**config.mk**
```make
export PLATFORM = sky130hd
export DESIGN_NAME = scu_term
export DESIGN_NICKNAME = d
export VERILOG_FILES = /design/src/rtl/core/sine_cosine_unit_core_assert.svh /design/src/rtl/core/scu_pkg.sv /design/src/rtl/core/scu_term.sv
export SDC_FILE = /design/constraint.sdc
export NUM_CORES = 2
export LEC_CHECK = 0
export ABC_AREA = 1
export BUFFER_PORTS_ARGS = -buffer_cell sky130_fd_sc_hd__buf_2
export CORE_MARGIN = 5
export CORE_UTILIZATION = 30
export CTS_BUF_LIST = sky130_fd_sc_hd__clkbuf_2
export DETAILED_ROUTE_END_ITERATION = 7
export GPL_ROUTABILITY_DRIVEN = 1
export PLACE_DENSITY = 0.41
export RECOVER_POWER = 50
export SLEW_MARGIN = 20
export SYNTH_ARGS = -nofsm -noshare
export SYNTH_HDL_FRONTEND = slang
export SYNTH_SLANG_ARGS = --single-unit
export TNS_END_PERCENT = 5
```
**constraint.sdc**
```tcl
create_clock -name aclk -period 18 [get_ports aclk]
set_input_delay 0.9 -clock aclk [delete_from_list [all_inputs] [get_ports aclk]]
set_output_delay 0.9 -clock aclk [all_outputs]
set_load 0.02 [all_outputs]
```
**src/rtl/core/sine_cosine_unit_core_assert.svh**
```systemverilog
// ----------------------------------------------------------------------------
// Sine/cosine unit assertion macros
// Shared property wrappers; they compile away when SYNTHESIS is set.
// ----------------------------------------------------------------------------
`ifndef SINE_COSINE_UNIT_CORE_ASSERT_SVH
`define SINE_COSINE_UNIT_CORE_ASSERT_SVH

`ifndef SYNTHESIS
// Check prop at every rising edge while reset is released.
`define SCU_ASSERT(lbl, clk, rstn, prop, msg) \
    lbl: assert property (@(posedge clk) disable iff (!(rstn)) (prop)) else $error(msg);
// Check prop at every rising edge, reset included.
`define SCU_ASSERT_ALWAYS(lbl, clk, prop, msg) \
    lbl: assert property (@(posedge clk) (prop)) else $error(msg);
`else
`define SCU_ASSERT(lbl, clk, rstn, prop, msg)
`define SCU_ASSERT_ALWAYS(lbl, clk, prop, msg)
`endif

`endif

```
**src/rtl/core/scu_pkg.sv**
```systemverilog
`timescale 1ns / 1ps
// ----------------------------------------------------------------------------
// Sine/cosine unit package
// Widths, fixed-point constants and the pipeline payload type.
// ----------------------------------------------------------------------------
package scu_pkg;

    // Field and datapath widths
    localparam int unsigned ANGLE_W       = 24;  // input angle, Q8.16
    localparam int unsigned RED_W         = 19;  // angle mod two pi
    localparam int unsigned X_W           = 18;  // folded angle, 0..pi
    localparam int unsigned X2_W          = 28;  // x^2 in Q4.24
    localparam int unsigned X2_SHIFT      = 8;
    localparam int unsigned FRAC_SHIFT    = 14;  // Q16 -> Q30
    localparam int unsigned TERM_W        = 33;  // series term magnitude, Q30
    localparam int unsigned PROD_SHIFT    = 24;
    localparam int unsigned P_W           = 36;  // term * x^2 >> 24
    localparam int unsigned SUM_W         = 36;  // signed Q30 running sum
    localparam int unsigned RECIP_SHIFT   = 37;  // reciprocal scale for exact division
    localparam int unsigned RECIP_W       = 35;
    localparam int unsigned SPLIT_W       = 18;  // partial product split point
    localparam int unsigned RES_W         = 9;   // residue after estimated quotient
    localparam int unsigned OUT_W         = 16;  // Q2.14 results
    localparam int unsigned RND_SHIFT     = 16;  // Q30 -> Q14
    localparam int unsigned ROOT_W        = 15;
    localparam int unsigned RAD_W         = 29;  // radicand 2^28 - s^2
    localparam int unsigned SQRT_STEPS    = 4;   // root bits per stage
    localparam int unsigned SQRT_STAGES   = (ROOT_W + SQRT_STEPS - 1) / SQRT_STEPS;
    localparam int unsigned MOD_STEPS     = 6;   // quotient bits of angle / two pi
    localparam int unsigned MOD_PER_STAGE = 3;

    // Default number of series terms
    localparam int unsigned SCU_TERMS = 4;

    // Angle constants in Q8.16
    localparam logic [RED_W-1:0] PI_Q16            = 19'd205887;
    localparam logic [RED_W-1:0] TWO_PI_Q16        = 19'd411774;
    localparam logic [RED_W-1:0] HALF_PI_Q16       = 19'd102943;
    localparam logic [RED_W-1:0] THREE_HALF_PI_Q16 = 19'd308830;

    localparam logic [ROOT_W-1:0] ONE_Q14    = 15'd16384;
    localparam logic [RAD_W-1:0]  ONE_SQ_Q28 = 29'd268435456;

    // Payload between polynomial stages
    typedef struct packed {
        logic [X2_W-1:0]          x2;
        logic [TERM_W-1:0]        term;
        logic signed [SUM_W-1:0]  sum;
        logic                     neg_s;  // reduced angle above pi
        logic                     neg_c;  // reduced angle strictly in (pi/2, 3pi/2)
    } scu_poly_t;

endpackage

```
**src/rtl/core/scu_term.sv**
```systemverilog
`timescale 1ns / 1ps
// ----------------------------------------------------------------------------
// Sine/cosine unit series term
// Computes term k = ((term * x^2) >> 24) / ((2k)(2k+1)) and adds it to the sum.
// ----------------------------------------------------------------------------
module scu_term
    import scu_pkg::*;
#(
    parameter int unsigned K = 1
) (
    input  logic      aclk,
    input  logic      aresetn,
    input  logic      in_valid,
    output logic      in_ready,
    input  scu_poly_t in_poly,
    output logic      out_valid,
    input  logic      out_ready,
    output scu_poly_t out_poly
);

    localparam int unsigned NSTG  = 4;
    localparam int unsigned DIV   = (2 * K) * (2 * K + 1);
    localparam longint unsigned RECIP_FULL = (64'd1 << RECIP_SHIFT) / DIV;
    localparam logic [RECIP_W-1:0] RECIP = RECIP_W'(RECIP_FULL);
    localparam int unsigned RHI_W = RECIP_W - SPLIT_W;
    localparam int unsigned PHI_W = P_W - SPLIT_W;
    localparam int unsigned ACC_W = P_W + RECIP_W;
    localparam logic [RHI_W-1:0]   RECIP_HI = RECIP[RECIP_W-1:SPLIT_W];
    localparam logic [SPLIT_W-1:0] RECIP_LO = RECIP[SPLIT_W-1:0];
    localparam logic [RES_W-1:0]   DIV_RES  = RES_W'(DIV);
    localparam bit SUB = (K % 2) == 1;

    logic [NSTG-1:0] valid_reg;
    logic [NSTG-1:0] stg_ready;

    // Stage 1: product
    logic [P_W-1:0] p1_reg;
    scu_poly_t      ctx1_reg;
    // Stage 2: partial products of p * reciprocal
    logic [PHI_W+RHI_W-1:0]     pp_hh_reg;
    logic [PHI_W+SPLIT_W-1:0]   pp_hl_reg;
    logic [SPLIT_W+RHI_W-1:0]   pp_lh_reg;
    logic [2*SPLIT_W-1:0]       pp_ll_reg;
    logic [RES_W-1:0]           p2_low_reg;
    scu_poly_t                  ctx2_reg;
    // Stage 3: quotient estimate
    logic [TERM_W-1:0] q0_reg;
    logic [RES_W-1:0]  p3_low_reg;
    scu_poly_t         ctx3_reg;
    // Stage 4: corrected term and sum
    scu_poly_t poly_reg;

    logic [TERM_W+X2_W-1:0] prod;
    logic [ACC_W-1:0]       acc;
    logic [2*RES_W-1:0]     qd;
    logic [RES_W-1:0]       residue;
    logic [TERM_W-1:0]      q;
    logic signed [SUM_W-1:0] q_ext;
    scu_poly_t              poly_next;

    always_comb begin
        logic dn_ready;
        dn_ready = out_ready;
        for (int i = NSTG - 1; i >= 0; i--) begin
            stg_ready[i] = !valid_reg[i] || dn_ready;
            dn_ready     = stg_ready[i];
        end
    end

    always_comb begin
        prod = in_poly.term * in_poly.x2;
        acc  = (ACC_W'(pp_hh_reg) << (2 * SPLIT_W))
             + (ACC_W'(pp_hl_reg) << SPLIT_W)
             + (ACC_W'(pp_lh_reg) << SPLIT_W)
             + ACC_W'(pp_ll_reg);
        // Estimate is exact or one low; the residue decides
        qd      = q0_reg[RES_W-1:0] * DIV_RES;
        residue = p3_low_reg - qd[RES_W-1:0];
        q       = q0_reg + TERM_W'(residue >= DIV_RES);
        q_ext   = $signed(SUM_W'(q));
        poly_next      = ctx3_reg;
        poly_next.term = q;
        poly_next.sum  = SUB ? (ctx3_reg.sum - q_ext) : (ctx3_reg.sum + q_ext);
    end

    always_ff @(posedge aclk) begin
        if (!aresetn) begin
            valid_reg <= '0;
        end else begin
            for (int i = 0; i < NSTG; i++) begin
                if (stg_ready[i]) begin
                    valid_reg[i] <= (i == 0) ? in_valid : valid_reg[i-1];
                end
            end
        end
    end

    always_ff @(posedge aclk) begin
        if (stg_ready[0]) begin
            p1_reg   <= prod[PROD_SHIFT +: P_W];
            ctx1_reg <= in_poly;
        end
        if (stg_ready[1]) begin
            pp_hh_reg  <= p1_reg[P_W-1:SPLIT_W] * RECIP_HI;
            pp_hl_reg  <= p1_reg[P_W-1:SPLIT_W] * RECIP_LO;
            pp_lh_reg  <= p1_reg[SPLIT_W-1:0] * RECIP_HI;
            pp_ll_reg  <= p1_reg[SPLIT_W-1:0] * RECIP_LO;
            p2_low_reg <= p1_reg[RES_W-1:0];
            ctx2_reg   <= ctx1_reg;
        end
        if (stg_ready[2]) begin
            q0_reg     <= acc[RECIP_SHIFT +: TERM_W];
            p3_low_reg <= p2_low_reg;
            ctx3_reg   <= ctx2_reg;
        end
        if (stg_ready[3]) begin
            poly_reg <= poly_next;
        end
    end

    assign in_ready  = stg_ready[0];
    assign out_valid = valid_reg[NSTG-1];
    assign out_poly  = poly_reg;

endmodule

```
### Word level (Yosys, flattened, before mapping)

Index checks and enable logic that the tools add are counted.
Widths: inputs -> output; s select.

* word-level logic and storage cells: 50
* flip-flop bits (word level): 527

* add/sub/neg operators: 6
* multiply operators: 6
* reduce and logical (&&, ||, !) cells: 8
* magnitude comparators: 1

Operator list (count)
* $add 70x53->70: 2
* $mul 18x17->35 const B: 3
* $add 70x35->70: 1
* $mul 33x28->60: 1
* $sub 36x34->36: 1
* $mul 18x17->34 const B: 1
* $add 33x1->33: 1
* $ge 9x3->1 const B: 1
* $mul 9x2->8 const B: 1
* $sub 9x9->9: 1
* $logic_not 1->1: 4
* $logic_or 1x1->1: 4

### Logic depth before layout (Yosys ltp)

* word-level depth: 5
* gate-level depth with buffers: 34
* depth with buffers taken out: 34

### Worst setup path before layout

No wires, ideal clock.

* kind: input port to flip-flop
* start point: input out_ready
* end point: register ctx2_reg[0] (netlist bit) (enable)
* stages: 6
* arrival time: 8238 ps
* setup time: 496 ps
* setup slack: 9267 ps
* cells stage by stage: nor2_1 -> inv_1 -> nor2_1 -> inv_1 -> nor2_1 -> inv_1

* word-level cells in the longest chain between the ends: 3

RTL lines
* start: declaration: RTL line scu_term.sv:17 `input logic out_ready,`
* $logic_or 1x1->1: RTL line scu_term.sv:65 `stg_ready[i] = !valid_reg[i] || dn_ready;`
* net stg_ready[3]: RTL line scu_term.sv:34 `logic [NSTG-1:0] stg_ready;`
* $logic_or 1x1->1: RTL line scu_term.sv:65
* net stg_ready[2]: RTL line scu_term.sv:34
* $logic_or 1x1->1: RTL line scu_term.sv:65
* net stg_ready[1]: RTL line scu_term.sv:34
* end signal: assignment: RTL line scu_term.sv:109 `ctx2_reg <= ctx1_reg;`
* end: declaration: RTL line scu_term.sv:45 `scu_poly_t ctx2_reg;`

The timed path passes the listed nets, and every way through them passes these cells.
A chain may end at the register's enable or synchronous reset.

### Worst setup path in the final report

* start point: register valid_reg[3]
* end point: output in_ready

* word-level cells in the longest chain between the ends: 5

RTL lines
* start: declaration: RTL line scu_term.sv:33 `logic [NSTG-1:0] valid_reg;`
* start signal: indexed assignment: RTL line scu_term.sv:92 `valid_reg[i] <= (i == 0) ? in_valid : valid_reg[i-1];`
* $logic_not 1->1: RTL line scu_term.sv:65
* $logic_or 1x1->1: RTL line scu_term.sv:65
* net stg_ready[3]: RTL line scu_term.sv:34
* $logic_or 1x1->1: RTL line scu_term.sv:65
* net stg_ready[2]: RTL line scu_term.sv:34
* $logic_or 1x1->1 (2 in series): RTL line scu_term.sv:65
* end: declaration: RTL line scu_term.sv:14 `output logic in_ready,`

The timed path passes the listed nets, and every way through them passes these cells.

==> flow_metrics.py <==
metrics = {
    "outcome": {
        "run_status": "finished, violations left",
        "violations": "capacitance limit, slew limit",
    },
    "worst_setup_path": {
        "timing.rr.end": "pp_lh_reg[11]",
        "path_class": "reg -> out",
        "path_cells": "inv_1 -> nor2_1 -> clkinvlp_2 -> nor2_1 -> clkinvlp_2 -> nor2_1 -> nand2_1 -> buf_4 -> buf_2",
        "crit_arrival_ns": 8.66,
        "required_ns": 17.10,
        "max_stage_delay_ns": 2.23,
        "r2r-start": "valid_reg[3]",
        "cp-end-kind": "output port",
        "startpoint_type": "flip-flop",
        "reg2reg_slack_ns": 9.36,
        "crit_top_cell": "nor2_1",
        "reg2reg_depth": 8,
        "crit_buf_inv": 5,
        "critPathMaxFanout": 49,
        "critical_path.top_delay_family": "buffers and inverters",
        "slowest_stage": "clkinvlp_2",
    },
    "clock_network": {
        "numCtsBuffers": 121,
        "worst_skew_pair.late_latency_ns": 1.47,
        "cts_setup_buffers": 0,
        "cts.clk_slew.worst_paths_ns": 0.10,
        "cts.sinks": 455,
        "cts_tree": "yes",
        "cts_resized": 0,
        "cts_root_buf": "clkbuf_2",
        "htreeDepth": 3,
        "clock_path_buffers": 3,
        "hold_buffers": 104,
    },
    "finish": {
        "layout.nets": 9034,
        "largest_register_ffs": 99,
        "final.fill_count": 21964,
        "seq_area_um2": 13600,
        "drive_gt1_frac": 0.0611,
        "areaGrowthSynthToFinish_pct": 9.87,
        "instances_no_fill": 10228,
        "multiInputGateArea_um2": 40700,
    },
    "synth": {
        "synthArstFlopShare": 0,
        "yosys_most_used_dff": "edfxtp_1",
        "ys_ff_latch": 455,
        "syn_area_per_cell_um2": 8.83,
        "ys_seq_area_frac": 0.218,
        "ys_top_cells_by_count": "inv_1 (1,950), nand2_1 (1,582), fa_1 (1,030), ha_1 (561), edfxtp_1 (451)",
        "synth.distinct_cells": 46,
        "syn-instance-count": 7082,
        "synth_area_leaders": "fa_1 (33%), edfxtp_1 (22%), inv_1 (12%)",
        "synth_edf_count": 451,
        "yosys.area.top_type": "fa_1",
        "synth_area_um2": 62500,
        "synth_top_area_frac": 0.330,
        "syn_nets": 8776,
        "synth_most_common_cell": "inv_1",
        "synth_warnings": 0,
    },
    "place": {
        "place_congestion": 0.893,
        "numPortBuffers": 203,
        "place_hpwl_um": 162000,
        "place_inst": 9901,
    },
    "worst_hold_path": {
        "min_to": "ctx1_reg[3]",
        "min_from": "in_poly[3]",
        "hold_path.class": "in -> reg",
        "min_path_cells": 2,
    },
    "timing": {
        "worst_hold_slack_ns": 0.324,
        "setup_viol": 0,
        "worst_slew_pin_slew_ns": 3.93,
        "finalSetupTns_ns": 0,
        "hold_violations": 0,
        "finalClockSkew_ns": 0.170,
        "rsz0062_at_grt": "false",
        "finalMaxSlewViolations": 1230,
        "fin_crit_ns": 9.56,
        "relSlewSlack": -1.62,
        "fin_crit_sh": 0.531,
        "fmax_mhz": 105,
    },
    "routing": {
        "wl_um": 202000,
        "drc": 0,
        "dr.pass1.iters": 6,
        "drt_first_iter_violations": 2684,
        "via_count": 46047,
        "post_drt_wl_per_cell_um": 19.7,
        "ant_nets": 0,
        "vias_per_cell": 4.50,
    },
    "die": {
        "core_area_um2": 207000,
        "rows": 167,
        "boundaryPins": 204,
        "fp.dieH_um": 466,
        "initial_utilization": 0.302,
        "die_x_um": 466,
        "die_area_um2": 218000,
    },
    "global_routing": {
        "busiest_layer": "met2",
        "grt_max_degree": 70,
        "gr-usage-met1": 0.252,
        "grt_pass1_wl_um": 307000,
        "antenna_found_initial": 15,
        "gr-total-overflow": 0,
        "use_met3": 0.0194,
        "grt.total_usage": 0.186,
        "grt_use_met2": 0.319,
        "grt_pass1_vias": 49354,
    },
    "run": {
        "drv_cap": 33,
    },
}
==> cell usage in the layout (no fill, tap or decap), types with 4 or more instances in the layout <==
master	synthesis	layout
dfxtp_1	4	4
xor2_1	107	107
and3_1	5	5
clkbuf_2	0	175
diode_2	0	4
buf_4	0	21
inv_1	1950	1947
nand3b_1	9	9
nand3_1	183	183
a21boi_0	9	9
bufinv_16	0	4
buf_2	0	189
nor3_1	27	27
a21o_1	35	35
nor2_2	10	10
o21ai_1	6	6
o21a_1	16	16
o21ai_0	116	116
ha_1	561	561
nor2_1	337	337
fa_1	1030	1030
o211ai_1	9	9
a21oi_1	212	212
nand3_2	4	4
nand2_2	18	18
nand2_1	1582	1582
clkinv_2	0	10
o21bai_1	10	10
clkinv_1	0	25
nor4_1	14	14
a31oi_1	42	42
edfxtp_1	451	451
xnor2_1	61	61
clkbuf_1	157	31
dlygate4sd3_1	0	104
inv_2	6	6
nand4_1	30	30
==> metal layers <==
metal | vias up | wire length [um]
met1 | 23060 | 91000
met3 | 214 | 8700
met2 | 1061 | 97100
met4 | 2 | 4980
li1 | 21710 | -
met5 | - | 13
==> kinds of logic (layout without fill, tap and decap cells) <==
group,count (synthesis),count (layout),share of synthesized area
and+or+nand+nor,2228,2228,0.143
other,0,4,0
DFF,455,455,0.218
xor gates and xnor gates,168,168,0.0235
buffers and inverters,2166,2520,0.130
adders and majority gates,1591,1591,0.442
AOI/OAI and AO/OA,474,474,0.0431
==> metrics by stage <==
| step | utilization | worst slack [ns] | cell area [um^2] |
|---|---|---|---|
| 5_1_grt | 0.331 | 7.24 | 68700 |
| 2_1_floorplan | - | 9.27 | 62500 |
| 4_1_cts | 0.332 | 10.36 | 68800 |
| 3_3_place_gp | 0.321 | 9.24 | 66500 |
| 6_report | 0.331 | 8.44 | 68700 |
| 3_5_place_dp | 0.321 | 9.24 | 66500 |
==> how the worst max path moves through the flow <==
stage / slack, ns / depth (start not counted) / to / from
after global routing: 7.24 / 9 / in_ready / valid_reg[3]
after CTS: 10.36 / 23 / p1_reg[25] / in_poly[87]
after detailed placement: 9.24 / 24 / p1_reg[25] / in_poly[78]
after floorplan: 9.27 / 6 / ctx2_reg[0] / out_ready
final: 8.44 / 9 / in_ready / valid_reg[3]
after global placement: 9.24 / 22 / p1_reg[25] / in_poly[87]
==> area by class of cell <==
type	instances	share of cell area
multi-input combinational	4461	0.593
sequential	455	0.198
inverter	1956	0.107
tap	2788	0.0508
timing repair buffer	345	0.0329
clock buffer	175	0.0128
clock inverter	44	0.00463
antenna	4	0.000146
Power is not shown: default switching activity piles up to over one toggle a cycle in this logic, so the estimate is an artifact.
