<file path="src/rtl/core/sine_cosine_unit_core_assert.svh">
// ----------------------------------------------------------------------------
// Sine/cosine unit assertion macros
// Shared property wrappers; they compile away when SYNTHESIS is set.
// ----------------------------------------------------------------------------
`ifndef SINE_COSINE_UNIT_CORE_ASSERT_SVH
`define SINE_COSINE_UNIT_CORE_ASSERT_SVH

`ifndef SYNTHESIS
// Check prop at every rising edge while reset is released.
`define SCU_ASSERT(lbl, clk, rstn, prop, msg) \
    lbl: assert property (@(posedge clk) disable iff (!(rstn)) (prop)) else $error(msg);
// Check prop at every rising edge, reset included.
`define SCU_ASSERT_ALWAYS(lbl, clk, prop, msg) \
    lbl: assert property (@(posedge clk) (prop)) else $error(msg);
`else
`define SCU_ASSERT(lbl, clk, rstn, prop, msg)
`define SCU_ASSERT_ALWAYS(lbl, clk, prop, msg)
`endif

`endif

</file>
<file path="src/rtl/core/scu_pkg.sv">
`timescale 1ns / 1ps
// ----------------------------------------------------------------------------
// Sine/cosine unit package
// Widths, fixed-point constants and the pipeline payload type.
// ----------------------------------------------------------------------------
package scu_pkg;

    // Field and datapath widths
    localparam int unsigned ANGLE_W       = 24;  // input angle, Q8.16
    localparam int unsigned RED_W         = 19;  // angle mod two pi
    localparam int unsigned X_W           = 18;  // folded angle, 0..pi
    localparam int unsigned X2_W          = 28;  // x^2 in Q4.24
    localparam int unsigned X2_SHIFT      = 8;
    localparam int unsigned FRAC_SHIFT    = 14;  // Q16 -> Q30
    localparam int unsigned TERM_W        = 33;  // series term magnitude, Q30
    localparam int unsigned PROD_SHIFT    = 24;
    localparam int unsigned P_W           = 36;  // term * x^2 >> 24
    localparam int unsigned SUM_W         = 36;  // signed Q30 running sum
    localparam int unsigned RECIP_SHIFT   = 37;  // reciprocal scale for exact division
    localparam int unsigned RECIP_W       = 35;
    localparam int unsigned SPLIT_W       = 18;  // partial product split point
    localparam int unsigned RES_W         = 9;   // residue after estimated quotient
    localparam int unsigned OUT_W         = 16;  // Q2.14 results
    localparam int unsigned RND_SHIFT     = 16;  // Q30 -> Q14
    localparam int unsigned ROOT_W        = 15;
    localparam int unsigned RAD_W         = 29;  // radicand 2^28 - s^2
    localparam int unsigned SQRT_STEPS    = 4;   // root bits per stage
    localparam int unsigned SQRT_STAGES   = (ROOT_W + SQRT_STEPS - 1) / SQRT_STEPS;
    localparam int unsigned MOD_STEPS     = 6;   // quotient bits of angle / two pi
    localparam int unsigned MOD_PER_STAGE = 3;

    // Default number of series terms
    localparam int unsigned SCU_TERMS = 4;

    // Angle constants in Q8.16
    localparam logic [RED_W-1:0] PI_Q16            = 19'd205887;
    localparam logic [RED_W-1:0] TWO_PI_Q16        = 19'd411774;
    localparam logic [RED_W-1:0] HALF_PI_Q16       = 19'd102943;
    localparam logic [RED_W-1:0] THREE_HALF_PI_Q16 = 19'd308830;

    localparam logic [ROOT_W-1:0] ONE_Q14    = 15'd16384;
    localparam logic [RAD_W-1:0]  ONE_SQ_Q28 = 29'd268435456;

    // Payload between polynomial stages
    typedef struct packed {
        logic [X2_W-1:0]          x2;
        logic [TERM_W-1:0]        term;
        logic signed [SUM_W-1:0]  sum;
        logic                     neg_s;  // reduced angle above pi
        logic                     neg_c;  // reduced angle strictly in (pi/2, 3pi/2)
    } scu_poly_t;

endpackage

</file>
<file path="src/rtl/core/scu_finish.sv">
`timescale 1ns / 1ps
// ----------------------------------------------------------------------------
// Sine/cosine unit finish
// Rounds and saturates the sine, then takes the cosine by integer square root.
// ----------------------------------------------------------------------------
module scu_finish
    import scu_pkg::*;
(
    input  logic                    aclk,
    input  logic                    aresetn,
    input  logic                    in_valid,
    output logic                    in_ready,
    input  scu_poly_t               in_poly,
    output logic                    out_valid,
    input  logic                    out_ready,
    output logic signed [OUT_W-1:0] out_sine,
    output logic signed [OUT_W-1:0] out_cosine
);

    localparam int unsigned NSTG    = 3 + SQRT_STAGES + 1;
    localparam int unsigned SQ0     = 3;
    localparam int unsigned MAG_W   = SUM_W - 1;
    localparam int unsigned RND_W   = SUM_W - RND_SHIFT;
    localparam int unsigned TRIAL_W = RAD_W + 1;

    logic [NSTG-1:0] valid_reg;
    logic [NSTG-1:0] stg_ready;

    // Stage F1: magnitude
    logic [MAG_W-1:0] mag_reg;
    logic             sgn_reg;
    logic             f1_negc_reg;
    // Stage F2: rounded, saturated sine
    logic signed [OUT_W-1:0] f2_sine_reg;
    logic                    f2_negc_reg;
    // Stage F3: radicand
    logic [RAD_W-1:0]        v_reg;
    logic signed [OUT_W-1:0] f3_sine_reg;
    logic                    f3_negc_reg;
    // Root stages
    logic [RAD_W-1:0]        sq_rem_reg  [SQRT_STAGES];
    logic [ROOT_W-1:0]       sq_root_reg [SQRT_STAGES];
    logic signed [OUT_W-1:0] sq_sine_reg [SQRT_STAGES];
    logic                    sq_negc_reg [SQRT_STAGES];
    // Output register
    logic signed [OUT_W-1:0] sine_reg;
    logic signed [OUT_W-1:0] cosine_reg;

    logic signed [SUM_W-1:0]   mag_full;
    logic [MAG_W-1:0]          mag_next;
    logic [SUM_W-1:0]          rnd_full;
    logic [RND_W-1:0]          rnd;
    logic [ROOT_W-1:0]         sat;
    logic signed [OUT_W-1:0]   sine_next;
    logic signed [2*OUT_W-1:0] sq;
    logic [RAD_W-1:0]          v_next;
    logic [RAD_W-1:0]          sq_rem_next  [SQRT_STAGES];
    logic [ROOT_W-1:0]         sq_root_next [SQRT_STAGES];
    logic signed [OUT_W-1:0]   cosine_next;

    always_comb begin
        logic dn_ready;
        dn_ready = out_ready;
        for (int i = NSTG - 1; i >= 0; i--) begin
            stg_ready[i] = !valid_reg[i] || dn_ready;
            dn_ready     = stg_ready[i];
        end
    end

    always_comb begin
        mag_full  = in_poly.sum[SUM_W-1] ? -in_poly.sum : in_poly.sum;
        mag_next  = mag_full[MAG_W-1:0];
        // Round half up to Q14 and clamp to one
        rnd_full  = SUM_W'(mag_reg) + (SUM_W'(1) << (RND_SHIFT - 1));
        rnd       = rnd_full[SUM_W-1:RND_SHIFT];
        sat       = (rnd > RND_W'(ONE_Q14)) ? ONE_Q14 : rnd[ROOT_W-1:0];
        sine_next = sgn_reg ? -$signed(OUT_W'(sat)) : $signed(OUT_W'(sat));
        sq        = f2_sine_reg * f2_sine_reg;
        v_next    = ONE_SQ_Q28 - sq[RAD_W-1:0];
    end

    // Restoring square root, SQRT_STEPS root bits per stage
    always_comb begin
        logic [RAD_W-1:0]   rem;
        logic [ROOT_W-1:0]  root;
        logic [TRIAL_W-1:0] trial;
        int                 b;
        for (int j = 0; j < SQRT_STAGES; j++) begin
            if (j == 0) begin
                rem  = v_reg;
                root = '0;
            end else begin
                rem  = sq_rem_reg[j-1];
                root = sq_root_reg[j-1];
            end
            for (int s = 0; s < SQRT_STEPS; s++) begin
                b = int'(ROOT_W) - 1 - j * int'(SQRT_STEPS) - s;
                if (b >= 0) begin
                    trial = (TRIAL_W'(root) << (b + 1)) + (TRIAL_W'(1) << (2 * b));
                    if (TRIAL_W'(rem) >= trial) begin
                        rem  = RAD_W'(TRIAL_W'(rem) - trial);
                        root = root | (ROOT_W'(1) << b);
                    end
                end
            end
            sq_rem_next[j]  = rem;
            sq_root_next[j] = root;
        end
        cosine_next = sq_negc_reg[SQRT_STAGES-1]
                    ? -$signed(OUT_W'(sq_root_reg[SQRT_STAGES-1]))
                    : $signed(OUT_W'(sq_root_reg[SQRT_STAGES-1]));
    end

    always_ff @(posedge aclk) begin
        if (!aresetn) begin
            valid_reg <= '0;
        end else begin
            for (int i = 0; i < NSTG; i++) begin
                if (stg_ready[i]) begin
                    valid_reg[i] <= (i == 0) ? in_valid : valid_reg[i-1];
                end
            end
        end
    end

    always_ff @(posedge aclk) begin
        if (stg_ready[0]) begin
            mag_reg     <= mag_next;
            sgn_reg     <= in_poly.sum[SUM_W-1] ^ in_poly.neg_s;
            f1_negc_reg <= in_poly.neg_c;
        end
        if (stg_ready[1]) begin
            f2_sine_reg <= sine_next;
            f2_negc_reg <= f1_negc_reg;
        end
        if (stg_ready[2]) begin
            v_reg       <= v_next;
            f3_sine_reg <= f2_sine_reg;
            f3_negc_reg <= f2_negc_reg;
        end
        for (int j = 0; j < SQRT_STAGES; j++) begin
            if (stg_ready[SQ0 + j]) begin
                sq_rem_reg[j]  <= sq_rem_next[j];
                sq_root_reg[j] <= sq_root_next[j];
                sq_sine_reg[j] <= (j == 0) ? f3_sine_reg : sq_sine_reg[j-1];
                sq_negc_reg[j] <= (j == 0) ? f3_negc_reg : sq_negc_reg[j-1];
            end
        end
        if (stg_ready[NSTG-1]) begin
            sine_reg   <= sq_sine_reg[SQRT_STAGES-1];
            cosine_reg <= cosine_next;
        end
    end

    assign in_ready   = stg_ready[0];
    assign out_valid  = valid_reg[NSTG-1];
    assign out_sine   = sine_reg;
    assign out_cosine = cosine_reg;

endmodule

</file>
<file path="config.mk">
export PLATFORM = sky130hd
export DESIGN_NAME = scu_finish
export DESIGN_NICKNAME = d
export VERILOG_FILES = /design/src/rtl/core/sine_cosine_unit_core_assert.svh /design/src/rtl/core/scu_pkg.sv /design/src/rtl/core/scu_finish.sv
export SDC_FILE = /design/constraint.sdc
export NUM_CORES = 1
export LEC_CHECK = 0
export BUFFER_PORTS_ARGS = -buffer_cell sky130_fd_sc_hd__buf_4
export CAP_MARGIN = 20
export CORE_ASPECT_RATIO = 0.9
export CORE_MARGIN = 2
export CORE_UTILIZATION = 59
export CTS_BUF_LIST = sky130_fd_sc_hd__clkbuf_4 sky130_fd_sc_hd__clkbuf_8
export DETAILED_ROUTE_END_ITERATION = 8
export PLACE_DENSITY_LB_ADDON = 0.08
export SYNTH_ARGS = -nofsm -noshare
export SYNTH_HDL_FRONTEND = slang
export SYNTH_SLANG_ARGS = --single-unit
</file>
<file path="constraint.sdc">
create_clock -name aclk -period 9.7 [get_ports aclk]
set_input_delay 2.425 -clock aclk [delete_from_list [all_inputs] [get_ports aclk]]
set_output_delay 2.425 -clock aclk [all_outputs]
set_load 0.02 [all_outputs]
</file>
## After elaboration in Yosys (flattened, before gate mapping)

Memory sizes are Yosys's and may differ from the RTL's. A register that Yosys moved wholly into a read port is not among the register bits.
Cells that the tools add are included.

- $mul: 1
- Magnitude comparators: 16
- Multiplexer cells: 42
- $add $sub $neg: 34
- Bitwise logic cells: 1
- Reduce and logical (&&, ||, !) cells: 16

Operators by type and width:

| cell | number |
|---|---|
| $mux 29 | 15 |
| $mux 15 | 4 |
| $sub 29x29->29 | 2 |
| $add 35x16->36 const B | 1 |
| $mux 35 | 1 |
| $neg 35->35 | 1 |
| $neg 15->16 | 2 |
| $add 29x27->30 const B | 1 |
| $ge 29x30->1 | 1 |
| $add 28x25->29 const B | 1 |
| $ge 29x17->1 | 1 |
| $ge 29x18->1 | 1 |
| $ge 29x19->1 | 1 |
| $ge 29x20->1 | 1 |
| $ge 29x21->1 | 1 |
| $ge 29x22->1 | 1 |
| $ge 29x23->1 | 1 |
| $ge 29x24->1 | 1 |
| $ge 29x25->1 | 1 |
| $ge 29x26->1 | 1 |
| $ge 29x27->1 | 1 |
| $ge 29x28->1 | 1 |
| $ge 29x29->1 | 1 |
| $ge 29x29->1 const B | 1 |
| other kinds (45) | 67 |

- Input port bits: 103
- Flip-flop bits (word level): 124
- Logic and storage cells: 133
- Output and inout port bits: 34
- Memories kept: 4
- RAM bits: 244

Memory list:

| memory | depth | bits a word | rd ports | clocked after Yosys merged registers in | wr ports | RTL line | RTL |
|---|---|---|---|---|---|---|---|
| sq_rem_reg | 4 | 29 | 3 | 0 | 4 | scu_finish.sv:41 | `logic [RAD_W-1:0] sq_rem_reg [SQRT_STAGES];` |
| sq_sine_reg | 4 | 16 | 4 | 1 | 4 | scu_finish.sv:43 | `logic signed [OUT_W-1:0] sq_sine_reg [SQRT_STAGES];` |
| sq_root_reg | 4 | 15 | 4 | 0 | 4 | scu_finish.sv:42 | `logic [ROOT_W-1:0] sq_root_reg [SQRT_STAGES];` |
| sq_negc_reg | 4 | 1 | 4 | 0 | 4 | scu_finish.sv:44 | `logic sq_negc_reg [SQRT_STAGES];` |

## Depth between registers and ports, before layout

An unclocked memory read counts as a cell.

- Word-level depth: 13
- Depth in mapped cells: 46
- Depth with buffers taken out: 43

## Least setup slack after synthesis

Ideal clock, no wire load.

- Path kind: flip-flop to flip-flop
- Start: memory sq_root_reg[1][8]
- End: memory sq_rem_reg[2][10] (data pin)
- Cell stages (with the launch flop): 44
- Period minus slack after synthesis: 9372 ps
- Data required time: 9438 ps
- Library setup time: 262 ps
- Slack: 328 ps
- Arrival: 9110 ps
- Path buffers: 5
- Path through: edfxtp_1 > inv_1 > ha_1 > o21a_1 > a2bb2oi_2 > a2111oi_4 > nor3_2 > or2_1 > buf_2 > buf_1 > nor2_1 > nor2_1 > ha_1 > a21oi_1 > o21ai_0 > a21oi_1 > o221ai_4 > a211oi_4 > [8 not listed] > nor2_1 > nand4_1 > a2111oi_0 > and4bb_4 > nand2_2 > clkbuf_1 > clkbuf_1 > nor2_1 > a21oi_1 > ha_1 > a21o_1 > a21o_1 > a21o_1 > a21o_1 > a221oi_2 > nor3b_4 > inv_2 > mux2_1

RTL lines:

| item | RTL line |
|---|---|
| from (decl) | scu_finish.sv:42 |
| to (decl) | scu_finish.sv:41 |

==> metrics <==
Synth top area share 32.1%; slowest cell delay on critical path 0.55 ns; Post-Synth Simple-Gate Area 15.0%; total clock sinks between 300 and 400; number of antenna violations at the first check in global routing 0; Total Routing Usage GR about a quarter; worst clock skew 0.0235 ns; post-synthesis share of cell area spent on full adders, half adders and majority gates 25.6%; number of nets in the finished design 3565; number of flops mapped to enable cells by yosys 303; number of buffers added on ports 75; Netlist Area Pre-Place 28300 sq um; clock root buffer sky130_fd_sc_hd__clkbuf_8; endpoint required time on the critical path 10.16 ns; number of diodes 0; clock tree from TritonCTS done; fraction of layout cells with a size suffix above 1 11.7%; Reg area just over 9000 sq um; Cells after Synth between 2k and 3k; class of the most critical hold timing path reg2reg; combinational family with the most area after synthesis adder cells; share of cell area taken by muxes after synthesis 1.11%; number of maximum-capacitance constraint violations 0; area leader, netlist sky130_fd_sc_hd__edfxtp_1; most common cell after layout, fill and taps aside sky130_fd_sc_hd__inv_1; vias per cell 5.71; standard-cell rows 76; number of H-tree levels 2; element type at the critical path end flop; number of buffers inserted during clock tree synthesis 51; area of the multi-input gates 17400 sq um; clock slew at the register clock pins of the worst setup and hold paths approximately 0.06 ns; critical path type reg2reg; core occupancy in the finished layout about 66%; DR WL/cell approximately 17 um; finished layout cell area 31400 sq um; slowest cell on the critical path sky130_fd_sc_hd__or4_4; dominant cells by area after synthesis sky130_fd_sc_hd__edfxtp_1, sky130_fd_sc_hd__fa_1, sky130_fd_sc_hd__ha_1, sky130_fd_sc_hd__xnor2_1, sky130_fd_sc_hd__inv_1; area share of xor/xnor cells in the synthesized design 7.38%; drt pass-1 iters 5; drt total wl between 60000 and 70000 um; die area ~50000 sq um; total I/O pin count 137; initial core utilization 59.5%; final global-route overflow total 0; fraction of the yosys area taken by sequential cells 32.7%; number of buffer and inverter stages on the critical path 4; first-pass GRT wire length 107000 um; achievable clock frequency 109 MHz; primary flip-flop cell chosen by synthesis mapping sky130_fd_sc_hd__edfxtp_1; final setup violation count 0; maximum number of pins on one net before global-route repair 57; kind of launch point of the worst setup path flop; maximum root-to-sink buffer count 3; gpl congestion roughly 0.89; Crit path arrival time between 9 and 10 ns; Slew Limit Fails 0; fraction of the mapped netlist area in compound gates 12.3%; final hold viol count 0; hold buffers post-CTS 0; total placed instance area 30200 sq um; clock latency reported for the late side of the worst-skew pair 0.64 ns; register bit count reported by yosys 311; share of async-settable or async-resettable flops after synthesis 0%; filler cell count in the final layout between 3k and 4k; final critical-path share of the clock period 94.2%; post-synthesis area per instance about 10 sq um; horizontal die dimension 235 um; setup repair after global routing missed its margin no; via count of the first global-routing pass between 20k and 25k; clock period minus worst slack 9.14 ns; cell class contributing the biggest share of worst-path delay compound AO/OA/AOI/OAI gates; tightest hold margin between 0.4 and 0.5 ns; Max-slew headroom 30.0%; pin slew with the least headroom to its limit 1.02 ns; Starting DRT DRC Count 1343; leading cell types in the layout, fill and taps excluded sky130_fd_sc_hd__inv_1, sky130_fd_sc_hd__edfxtp_1, sky130_fd_sc_hd__nand2_1; HPWL after detailed placement just over 50000 um; sum of negative setup slack 0 ns; post-route antenna net violation count 0; core footprint roughly 48000 sq um; flip-flop count of the largest register after layout 83; biggest fanout along the worst timing path 8; Synth Net Count 3395; routed vias roughly 21k; # DRC 0; yosys synthesis warning count 0; count of cell types in the netlist approximately 100; status finished, final reports clean; signed area change from the synthesized netlist to the final layout 10.9%; height of the die about 210 um
synth_stat cells (28+ instances only):
cell and count:
sky130_fd_sc_hd__a21o_1 52, sky130_fd_sc_hd__a21oi_1 148, sky130_fd_sc_hd__clkbuf_1 47, sky130_fd_sc_hd__edfxtp_1 303, sky130_fd_sc_hd__fa_1 218, sky130_fd_sc_hd__ha_1 231
sky130_fd_sc_hd__inv_1 371, sky130_fd_sc_hd__nand2_1 285, sky130_fd_sc_hd__nand2b_1 32, sky130_fd_sc_hd__nand3_1 54, sky130_fd_sc_hd__nand4_1 28, sky130_fd_sc_hd__nor2_1 181
sky130_fd_sc_hd__nor2b_1 35, sky130_fd_sc_hd__nor3_1 51, sky130_fd_sc_hd__o21ai_0 105, sky130_fd_sc_hd__xnor2_1 171, sky130_fd_sc_hd__xor2_1 64
path summary, 6_finish.rpt:
| path | from | to | slack (ns) | depth (start not counted) |
|---|---|---|---|---|
| max | sq_root_reg[1][8] | sq_rem_reg[2][22] | 0.56 | 39 |
| min | sq_sine_reg[1][7] | sq_sine_reg[2][7] | 0.41 | 0 |
| max reg2reg | sq_root_reg[1][8] | sq_rem_reg[2][22] | 0.56 | 39 |
| min reg2reg | sq_sine_reg[1][7] | sq_sine_reg[2][7] | 0.41 | 0 |
metrics by stage:
stage / setup WS, ns / cells
floorplan: 0.328 / 2843
global placement: 0.111 / 3579
detailed placement: 0.0212 / 3580
CTS: 0.0379 / 3676
global route: 0.0662 / 3680
finish: 0.562 / 3680
metal layers:
layer	global-route usage, %	share of wire (%)	vias to the layer above
met4	6.72	2.1	0
met1	35.7	45	10227
met5	0	0	-
met2	45.8	49	465
met3	3.22	4.3	93
li1	-	-	10215
worst reg2reg max path: cells and delay by family, from the launching register on:
| family | cells | cell delay [ns] |
|---|---|---|
| fa+ha+maj | 4 | 1.33 |
| buf+inv | 4 | 0.68 |
| flops | 1 | 0.39 |
| compound gates | 13 | 3.24 |
| mux | 1 | 0.38 |
| simple gates | 17 | 2.93 |
kinds of logic (layout without fill, tap and decap cells):
kind of cell	Yosys count	in the layout
and+or+nand+nor	853	853
AOI/OAI and AO/OA	524	524
adders and majority gates	449	449
buffers and inverters	440	653
DFF	311	311
xor gates and xnor gates	237	237
muxes	29	29
timing repair:
action                     4_1_cts  5_1_grt
setup endpoints to repair        2       24
pin swaps                        0        6
gates resized for setup          1       17
setup buffers                    0        4
area by class of cell:
| cell class | count | area share [%] |
|---|---|---|
| Multi-Input combinational cell | 2092 | 55.5 |
| Sequential cell | 311 | 29.4 |
| Inverter | 375 | 4.50 |
| Timing Repair Buffer | 182 | 4.42 |
| Clock buffer | 76 | 2.91 |
| Tap cell | 624 | 2.48 |
| Clock inverter | 20 | 0.776 |
Power is left out: the tool's default activity adds up to more than one toggle a clock period on the data nets, which glitch-free logic cannot reach.
